## src/rtl/sfs_pkg.sv

```systemverilog
package sfs_pkg;

   localparam int TIMER_W    = 40;
   localparam int DT_W       = 24;
   localparam int SPEED_W    = 16;
   localparam int DUR_W      = 24;
   localparam int COUNT_W    = 9;
   localparam int MODE_W     = 2;
   localparam int FPOS_W     = 8;
   localparam int REQ_W      = 3;
   localparam int CSR_IDX_W  = 2;
   localparam int CSR_DATA_W = 24;

   // largest count the frame_count register can express
   localparam int COUNT_MAX  = 511;

   typedef enum logic [REQ_W-1:0] {
      REQ_TICK   = 3'd0,
      REQ_PLAY   = 3'd1,
      REQ_PAUSE  = 3'd2,
      REQ_RESUME = 3'd3,
      REQ_STOP   = 3'd4
   } sfs_req_type;

   localparam logic [CSR_IDX_W-1:0] CSR_FRAME_COUNT    = 2'd0;
   localparam logic [CSR_IDX_W-1:0] CSR_FRAME_DURATION = 2'd1;
   localparam logic [CSR_IDX_W-1:0] CSR_PLAYBACK_SPEED = 2'd2;
   localparam logic [CSR_IDX_W-1:0] CSR_PLAY_MODE      = 2'd3;

   localparam logic [MODE_W-1:0] MODE_ONCE = 2'd0;
   localparam logic [MODE_W-1:0] MODE_LOOP = 2'd1;

   // durations at or below this (about 0.0001 s) halt stepping
   localparam logic [DUR_W-1:0] MIN_DURATION = 24'd6;

   localparam logic [COUNT_W-1:0] RST_FRAME_COUNT    = 9'd0;
   localparam logic [DUR_W-1:0]   RST_FRAME_DURATION = 24'd6554;
   localparam logic [SPEED_W-1:0] RST_PLAYBACK_SPEED = 16'd256;
   localparam logic [MODE_W-1:0]  RST_PLAY_MODE      = MODE_LOOP;

   typedef struct packed {
      logic [COUNT_W-1:0] frame_count;
      logic [DUR_W-1:0]   frame_duration;
      logic [SPEED_W-1:0] playback_speed;
      logic [MODE_W-1:0]  play_mode;
   } sfs_cfg_type;

   typedef struct packed {
      logic running;
      logic backward;
   } sfs_flags_type;

endpackage

```

## src/rtl/sprite_frame_sequencer_core.sv

```systemverilog
// Sprite animation frame sequencer. One request word (tick, play, pause, resume
// or stop) is taken per clock and each produces exactly one result word in the
// result register after the first stage, holding the frame position, running
// and reversing flags and whether the position moved. The first stage
// registers the request together with delta_time * playback_speed from the
// 24x16 multiplier; the second stage does the saturating timer add, the
// frame-duration compare and subtract and the position step, updates the state
// and loads the result register. Back-pressure on rsp_ready stalls both stages;
// otherwise the core sustains one word per cycle. Configuration writes must
// only be issued while no request is in flight.
module sprite_frame_sequencer_core import sfs_pkg::*; #(
   parameter int MAX_FRAMES = 256
) (
   input  logic                  clock,
   input  logic                  reset,
   input  logic                  req_valid,
   output logic                  req_ready,
   input  logic [REQ_W-1:0]      req_type,
   input  logic [DT_W-1:0]       req_delta_time,
   output logic                  rsp_valid,
   input  logic                  rsp_ready,
   output logic [FPOS_W-1:0]     rsp_frame_position,
   output logic                  rsp_is_playing,
   output logic                  rsp_is_reversing,
   output logic                  rsp_frame_advanced,
   input  logic                  csr_write_enable,
   input  logic [CSR_IDX_W-1:0]  csr_index,
   input  logic [CSR_DATA_W-1:0] csr_write_data
);

   localparam int NMAX  = (MAX_FRAMES < COUNT_MAX) ? MAX_FRAMES : COUNT_MAX;
   localparam int POS_W = $clog2(NMAX);

   sfs_cfg_type        cfg_ff;
   logic               s1_valid_ff;
   logic [REQ_W-1:0]   s1_req_ff;
   logic [TIMER_W-1:0] s1_step_ff;
   logic [TIMER_W-1:0] s1_step_in;
   logic               rsp_valid_ff;
   logic [FPOS_W-1:0]  rsp_pos_ff;
   logic               rsp_playing_ff;
   logic               rsp_reversing_ff;
   logic               rsp_advanced_ff;
   logic [TIMER_W-1:0] timer_ff;
   logic [TIMER_W-1:0] timer_in;
   logic [POS_W-1:0]   pos_ff;
   logic [POS_W-1:0]   pos_in;
   sfs_flags_type      flags_ff;
   sfs_flags_type      flags_in;
   logic               advanced;
   logic               out_free;
   logic               s1_adv;
   logic [COUNT_W-1:0] pos_wide;

   assign out_free   = !rsp_valid_ff || rsp_ready;
   assign s1_adv     = s1_valid_ff && out_free;
   assign req_ready  = !s1_valid_ff || out_free;
   assign s1_step_in = TIMER_W'(req_delta_time) * TIMER_W'(cfg_ff.playback_speed);
   assign pos_wide   = COUNT_W'(pos_in);

   sfs_update #(
      .POS_W (POS_W),
      .NMAX  (NMAX)
   ) u_update (
      .req_code   (s1_req_ff),
      .step       (s1_step_ff),
      .cfg        (cfg_ff),
      .timer      (timer_ff),
      .pos        (pos_ff),
      .flags      (flags_ff),
      .timer_next (timer_in),
      .pos_next   (pos_in),
      .flags_next (flags_in),
      .advanced   (advanced)
   );

   always_ff @(posedge clock) begin
      if (reset) begin
         cfg_ff.frame_count    <= RST_FRAME_COUNT;
         cfg_ff.frame_duration <= RST_FRAME_DURATION;
         cfg_ff.playback_speed <= RST_PLAYBACK_SPEED;
         cfg_ff.play_mode      <= RST_PLAY_MODE;
      end else if (csr_write_enable) begin
         case (csr_index)
            CSR_FRAME_COUNT:    cfg_ff.frame_count    <= csr_write_data[COUNT_W-1:0];
            CSR_FRAME_DURATION: cfg_ff.frame_duration <= csr_write_data[DUR_W-1:0];
            CSR_PLAYBACK_SPEED: cfg_ff.playback_speed <= csr_write_data[SPEED_W-1:0];
            CSR_PLAY_MODE:      cfg_ff.play_mode      <= csr_write_data[MODE_W-1:0];
            default: begin
            end
         endcase
      end
   end

   always_ff @(posedge clock) begin
      if (reset) begin
         s1_valid_ff  <= 1'b0;
         rsp_valid_ff <= 1'b0;
         timer_ff     <= '0;
         pos_ff       <= '0;
         flags_ff     <= '0;
      end else begin
         if (req_ready) begin
            s1_valid_ff <= req_valid;
         end
         if (out_free) begin
            rsp_valid_ff <= s1_valid_ff;
         end
         if (s1_adv) begin
            timer_ff <= timer_in;
            pos_ff   <= pos_in;
            flags_ff <= flags_in;
         end
      end
   end

   // payload registers
   always_ff @(posedge clock) begin
      if (req_valid && req_ready) begin
         s1_req_ff  <= req_type;
         s1_step_ff <= s1_step_in;
      end
      if (s1_adv) begin
         rsp_pos_ff       <= pos_wide[FPOS_W-1:0];
         rsp_playing_ff   <= flags_in.running;
         rsp_reversing_ff <= flags_in.backward;
         rsp_advanced_ff  <= advanced;
      end
   end

   assign rsp_valid          = rsp_valid_ff;
   assign rsp_frame_position = rsp_pos_ff;
   assign rsp_is_playing     = rsp_playing_ff;
   assign rsp_is_reversing   = rsp_reversing_ff;
   assign rsp_frame_advanced = rsp_advanced_ff;

   // state only moves when a word leaves the first stage
   a_state_hold: assert property (@(posedge clock) disable iff (reset)
      !s1_adv |=> $stable(timer_ff) && $stable(pos_ff) && $stable(flags_ff))
      else $error("sequencer state changed without a word");

   // a stalled first stage keeps its word
   a_s1_hold: assert property (@(posedge clock) disable iff (reset)
      s1_valid_ff && !out_free |=> s1_valid_ff && $stable(s1_step_ff) && $stable(s1_req_ff))
      else $error("first stage lost a stalled word");

   // position stays inside the largest clip
   a_pos_range: assert property (@(posedge clock) disable iff (reset)
      COUNT_W'(pos_ff) < COUNT_W'(NMAX))
      else $error("frame position beyond clip limit");

   // the advanced flag of a result matches a real position change
   a_adv_flag: assert property (@(posedge clock) disable iff (reset)
      s1_adv |=> rsp_frame_advanced == (pos_ff != $past(pos_ff)))
      else $error("advanced flag disagrees with position");

endmodule

```

## src/rtl/sfs_update.sv

```systemverilog
module sfs_update import sfs_pkg::*; #(
   parameter int POS_W = 8,
   parameter int NMAX  = 256
) (
   input  logic [REQ_W-1:0]   req_code,
   input  logic [TIMER_W-1:0] step,
   input  sfs_cfg_type        cfg,
   input  logic [TIMER_W-1:0] timer,
   input  logic [POS_W-1:0]   pos,
   input  sfs_flags_type      flags,
   output logic [TIMER_W-1:0] timer_next,
   output logic [POS_W-1:0]   pos_next,
   output sfs_flags_type      flags_next,
   output logic               advanced
);

   localparam logic [COUNT_W-1:0] NCAP = COUNT_W'(NMAX);

   logic [COUNT_W-1:0] n_eff;
   logic [COUNT_W-1:0] pos_w;
   logic [COUNT_W-1:0] pos_inc;
   logic [TIMER_W:0]   sum;
   logic [TIMER_W-1:0] timer_sat;
   logic [TIMER_W-1:0] dur;
   logic               halt;

   always_comb begin
      n_eff     = (cfg.frame_count > NCAP) ? NCAP : cfg.frame_count;
      pos_w     = COUNT_W'(pos);
      pos_inc   = pos_w + 9'd1;
      halt      = !flags.running || (cfg.playback_speed == '0) ||
                  (cfg.frame_duration <= MIN_DURATION) || (n_eff < 9'd2);
      sum       = {1'b0, timer} + {1'b0, step};
      timer_sat = sum[TIMER_W] ? {TIMER_W{1'b1}} : sum[TIMER_W-1:0];
      dur       = TIMER_W'({cfg.frame_duration, 8'd0});

      timer_next = timer;
      pos_next   = pos;
      flags_next = flags;

      case (req_code)
         REQ_TICK: begin
            if (!halt) begin
               if (timer_sat >= dur) begin
                  timer_next = timer_sat - dur;
                  if (cfg.play_mode[1]) begin
                     // ping-pong, mode three behaves the same
                     if (flags.backward) begin
                        if (pos_w != '0) begin
                           pos_next = POS_W'(pos_w - 9'd1);
                        end else begin
                           flags_next.backward = 1'b0;
                           pos_next = POS_W'(9'd1);
                        end
                     end else begin
                        if (pos_w < n_eff - 9'd1) begin
                           pos_next = POS_W'(pos_inc);
                        end else begin
                           flags_next.backward = 1'b1;
                           pos_next = POS_W'(n_eff - 9'd2);
                        end
                     end
                  end else begin
                     if (pos_inc >= n_eff) begin
                        if (cfg.play_mode == MODE_LOOP) begin
                           pos_next = '0;
                        end else begin
                           pos_next = POS_W'(n_eff - 9'd1);
                           flags_next.running = 1'b0;
                        end
                     end else begin
                        pos_next = POS_W'(pos_inc);
                     end
                  end
               end else begin
                  timer_next = timer_sat;
               end
            end
         end
         REQ_PLAY: begin
            pos_next   = '0;
            timer_next = '0;
            flags_next.running  = 1'b1;
            flags_next.backward = 1'b0;
         end
         REQ_PAUSE: begin
            flags_next.running = 1'b0;
         end
         REQ_RESUME: begin
            flags_next.running = 1'b1;
         end
         REQ_STOP: begin
            flags_next.running = 1'b0;
            pos_next   = '0;
            timer_next = '0;
         end
         default: begin
         end
      endcase

      advanced = (pos_next != pos);
   end

endmodule

```

## config.mk

```make
export PLATFORM = sky130hd
export DESIGN_NAME = sprite_frame_sequencer_core
export DESIGN_NICKNAME = d
export VERILOG_FILES = /design/src/rtl/sfs_pkg.sv /design/src/rtl/sprite_frame_sequencer_core.sv /design/src/rtl/sfs_update.sv
export SDC_FILE = /design/constraint.sdc
export NUM_CORES = 1
export LEC_CHECK = 0
export BUFFER_PORTS_ARGS = -buffer_cell sky130_fd_sc_hd__buf_2
export CORE_MARGIN = 2
export CORE_UTILIZATION = 37
export CTS_CLUSTER_DIAMETER = 60
export CTS_CLUSTER_SIZE = 25
export DETAILED_ROUTE_END_ITERATION = 10
export MAX_ROUTING_LAYER = met4
export RECOVER_POWER = 50
export SLEW_MARGIN = 5
export SYNTH_ARGS = -nofsm -noshare
export SYNTH_HDL_FRONTEND = slang
export SYNTH_HIERARCHICAL = 1
export SYNTH_SLANG_ARGS = --single-unit
```

## constraint.sdc

```tcl
create_clock -name clock -period 8 [get_ports clock]
set_input_delay 0.8 -clock clock [delete_from_list [all_inputs] [get_ports clock]]
set_output_delay 0.8 -clock clock [all_outputs]
set_load 0.02 [all_outputs]
```

==> run_results.csv <==
group,metric,value,unit
critical_path,path_class,"flip-flop to flip-flop",
place,gp_congestion,0.934,
sta,slew_violations,150,
sta,maxSlewHeadroom,-107,%
sta,post-route-period-util,82.6,%
pwr,p_sw,1.73,mW
logic_synthesis,synth_cell_types,108,
grt,grt_pass1_wl,110000,um
clock_network,cts_buffers,17,
hold_path,hold_end,"cfg_ff[39]$_SDFFE_PP0P_",
logic_synthesis,seq_area_frac_synth,15.0,%
logic_synthesis,syn_area,24600,um2
pwr,intPower,2.20,mW
pwr,peakVddDrop,0.000164,V
critical_path,crit_family,"compound AO/OA/AOI/OAI gates",
sta,fmax,0.151,GHz
clock_network,cts_resized,0,
sta,setup_viol,0,
logic_synthesis,synth_edf_count,54,
drt,drtPass1Iterations,7,
flow_run,maxCapViolations,3,
floorplan,die_w,262,um
final_layout,final_layout_size_suffix_gt1_share,5.86,%
final_layout,antenna_cells,0,
grt,grt_pass1_vias,20300,
sta,rsz0062_at_grt,"false",
floorplan,die_area,68500,um2
clock_network,htree_levels,4,
clock_network,clockBufferDepth,2,
run_status,violations,"max-capacitance violations, max-slew violations",
critical_path,r2r_slack,1.39,ns
sta,skew,0.0148,ns
grt,grt_overflow,0,
floorplan,rows,94,
critical_path,worstPathRequired,8.20,ns
clock_network,cts_setup_buffers,0,
critical_path,crit_path_start_kind,"flip-flop",
floorplan,io_pins,71,
clock_network,cts_tree,"yes",
critical_path,cpMostUsedCell,"o21ai_1",
logic_synthesis,synth_area_per_cell,8.21,um2
drt,drt-initial-drc-count,1540,
logic_synthesis,synth_flop_cell,"dfxtp_1",
final_layout,nets,3522,
clock_network,clk_pin_slew,0.07,ns
logic_synthesis,syn-num-nets,3556,
clock_network,clk_latency,0.46,ns
sta,worstMarginPinSlew,3.11,ns
floorplan,initial_core_util,37.4,%
drt,drtAntennaViolNets,0,
critical_path,r2r-end,"timer_ff[8]$_SDFFE_PP0P_",
grt,grt_max_degree,68,
pwr,power_frac_seq,25.1,%
pwr,clockPowerShare,21.1,%
place,dp_worst_setup_slack,1.27,ns
grt,gr-usage-all-layers,20.8,%
critical_path,cpPeakStageDelay,0.43,ns
drt,wl_per_cell,17.7,um
hold_path,min_path_cells,2,
critical_path,cp.arrival,6.81,ns
drt,viasPerCell,5.29,
critical_path,critPathBufInv,1,
logic_synthesis,yosysWarnings,6,
pwr,pwr_density_cell,150,nW/um2
clock_network,hold_buffers,0,
place,io_buffers,70,
critical_path,reg2reg_depth,24,
floorplan,die_h,262,um
final_layout,final_cell_area,26100,um2
pwr,power_leakage,11.9,nW
drt,drcViolationCount,0,
logic_synthesis,ys_ff_latch,157,
pwr,switching_share,44.0,%
logic_synthesis,synthCells,2991,
floorplan,core-area,65700,um2
final_layout,area_growth,6.43,%
sta,final-hold-violation-count,0,
drt,num_vias,20300,
grt,antenna_found_initial,0,
pwr,comb_power_share,53.7,%
clock_network,clock_sinks,157,
critical_path,path_cells,"ha_1, fa_1, a211oi_1, o211ai_1, nand2_1, o21ai_1, o21ai_1, o21ai_1, nor2_1, ha_1, fa_1, nand2b_1, a21oi_1, a221oi_2, o211a_1, o21ai_1, a31o_2, nor4b_4, nand3_4, buf_4, mux2i_1, a22o_1, nand2_1, a21oi_1",
place,dpl_cell_area,25600,um2
sta,fin_setup_tns,0,ns
drt,totalWireLength,67700,um
sta,final.min_clock_period,6.61,ns
logic_synthesis,ys_async_sr_fraction,0,%
sta,timing.final.ws_setup,1.39,ns
hold_path,holdCritStartpoint,"cfg_ff[39]$_SDFFE_PP0P_",
critical_path,end_kind,"flip-flop",
run_status,outcome,"complete, but fails checks",
hold_path,min_path_type,"flip-flop to flip-flop",
place,dpl.hpwl,54000,um
critical_path,cpMaxStageDelayCell,"fa_1",
clock_network,root_buffer,"clkbuf_16",
critical_path,r2r_start,"s1_step_ff[0]$_DFFE_PP_",
pwr,finalPower,3.93,mW
critical_path,critPathMaxFanout,22,
[synthesized netlist by cell type (7+ instances only)]
master | count | share of area (%)
xnor2_1 | 67 | 2.4
mux2i_1 | 38 | 1.5
and2_1 | 191 | 4.9
mux2_2 | 7 | 0.32
or3_1 | 8 | 0.20
nand4_1 | 30 | 0.76
a211oi_1 | 15 | 0.46
and4_1 | 8 | 0.29
o31ai_1 | 9 | 0.27
buf_2 | 12 | 0.24
and3_1 | 18 | 0.46
clkbuf_1 | 124 | 1.9
xor2_1 | 36 | 1.3
o21ai_0 | 90 | 1.8
nand3b_1 | 11 | 0.34
o21a_1 | 14 | 0.43
a21o_1 | 44 | 1.3
nor2_1 | 112 | 1.7
o211ai_1 | 15 | 0.46
nor4_1 | 13 | 0.33
edfxtp_1 | 54 | 6.6
nand3_1 | 40 | 0.81
fa_1 | 308 | 25
nand2b_1 | 15 | 0.38
o21bai_1 | 11 | 0.34
o21ai_1 | 14 | 0.29
a31oi_1 | 14 | 0.36
nor3_1 | 22 | 0.45
inv_1 | 414 | 6.3
ha_1 | 199 | 10
a21oi_1 | 214 | 4.4
nor2b_1 | 10 | 0.25
a22o_1 | 7 | 0.25
nand2_1 | 551 | 8.4
dfxtp_1 | 103 | 8.4
[final cells by class]
cell class	count	area (um2)
Multi-Input combinational cell	2268	18700
Timing Repair Buffer	98	544
Tap cell	864	1080
Fill cell	6711	39600
Clock buffer	20	458
Inverter	415	1560
Clock inverter	12	124
Sequential cell	157	3680
[how the worst max path moves through the flow]
stage | end | cells after the start | from
3_5_place_dp | s1_step_ff[37]$_DFFE_PP_ | 21 | req_delta_time[7]
2_1_floorplan | s1_step_ff[36]$_DFFE_PP_ | 20 | req_delta_time[12]
4_1_cts | s1_step_ff[37]$_DFFE_PP_ | 20 | cfg_ff[4]$_SDFFE_PP0P_
5_1_grt | timer_ff[20]$_SDFFE_PP0P_ | 24 | s1_step_ff[0]$_DFFE_PP_
6_report | timer_ff[8]$_SDFFE_PP0P_ | 24 | s1_step_ff[0]$_DFFE_PP_
3_3_place_gp | s1_step_ff[34]$_DFFE_PP_ | 22 | req_delta_time[14]
[registers in the layout, indices dropped and copies added, names as in the netlist]
signal / cells
s1_step_ff: 40
rsp_is_reversing: 1
s1_valid_ff: 1
rsp_frame_position: 8
flags_ff: 2
timer_ff: 40
cfg_ff: 51
rsp_valid: 1
s1_req_ff: 3
rsp_is_playing: 1
rsp_frame_advanced: 1
pos_ff: 8
[through the flow]
step / hold WS (ns) / utilization, % / instances
finish: 0.467 / 39.8 / 3834
global route: 0.490 / 39.8 / 3834
CTS: 0.472 / 39.8 / 3834
detailed placement: 0.462 / 38.9 / 3802
global placement: 0.447 / 38.9 / 3802
floorplan: 0.436 / - / 2991
[power groups by stage]
stage / sequential, mW / combinational, mW / clock (mW)
3_5_place_dp: 1.00 / 2.09 / 0
5_1_grt: 0.997 / 2.38 / 0.882
4_1_cts: 0.987 / 2.10 / 0.851
3_3_place_gp: 1.00 / 2.09 / 0
2_1_floorplan: 0.975 / 1.64 / 0
6_report: 0.988 / 2.11 / 0.830
[per-layer routing]
layer	GRT usage [%]	share of wire (%)	wire (um)
met5	-	0	0
met4	4.69	1.5	1040
met3	1.68	4.6	3120
met2	32.6	45	30800
met1	29.2	48	32800
[cell usage in the layout, fill, tap and decap left out, drive strengths merged, types with 45 or more instances in the layout]
cell type,instances
edfxtp,54
a21o,45
ha,199
a21oi,219
o21ai,104
inv,422
dfxtp,103
xnor2,67
buf,81
nor2,115
fa,308
and2,193
nand2,551
[cell families after synthesis]
family                   synth area share (%)
AO/OA/AOI/OAI                            14.7
XOR/XNOR                                 3.67
adder cells (fa/ha/maj)                  35.2
buffers and inverters                    8.96
flip-flops                               15.0
multiplexers                             1.87
AND/OR/NAND/NOR                          20.6
[worst register-to-register path, cell delays in order (launching register included)]
cell and delay, ns:
edfxtp_1 0.37, ha_1 0.26, fa_1 0.43, a211oi_1 0.37, o211ai_1 0.18, nand2_1 0.20, o21ai_1 0.18, o21ai_1 0.38
o21ai_1 0.40, nor2_1 0.31, ha_1 0.23, fa_1 0.21, nand2b_1 0.11, a21oi_1 0.11, a221oi_2 0.41, o211a_1 0.27
o21ai_1 0.10, a31o_2 0.27, nor4b_4 0.34, nand3_4 0.37, buf_4 0.37, mux2i_1 0.16, a22o_1 0.20, nand2_1 0.05
a21oi_1 0.07
Note: power is estimated with default switching activity, not from simulation.
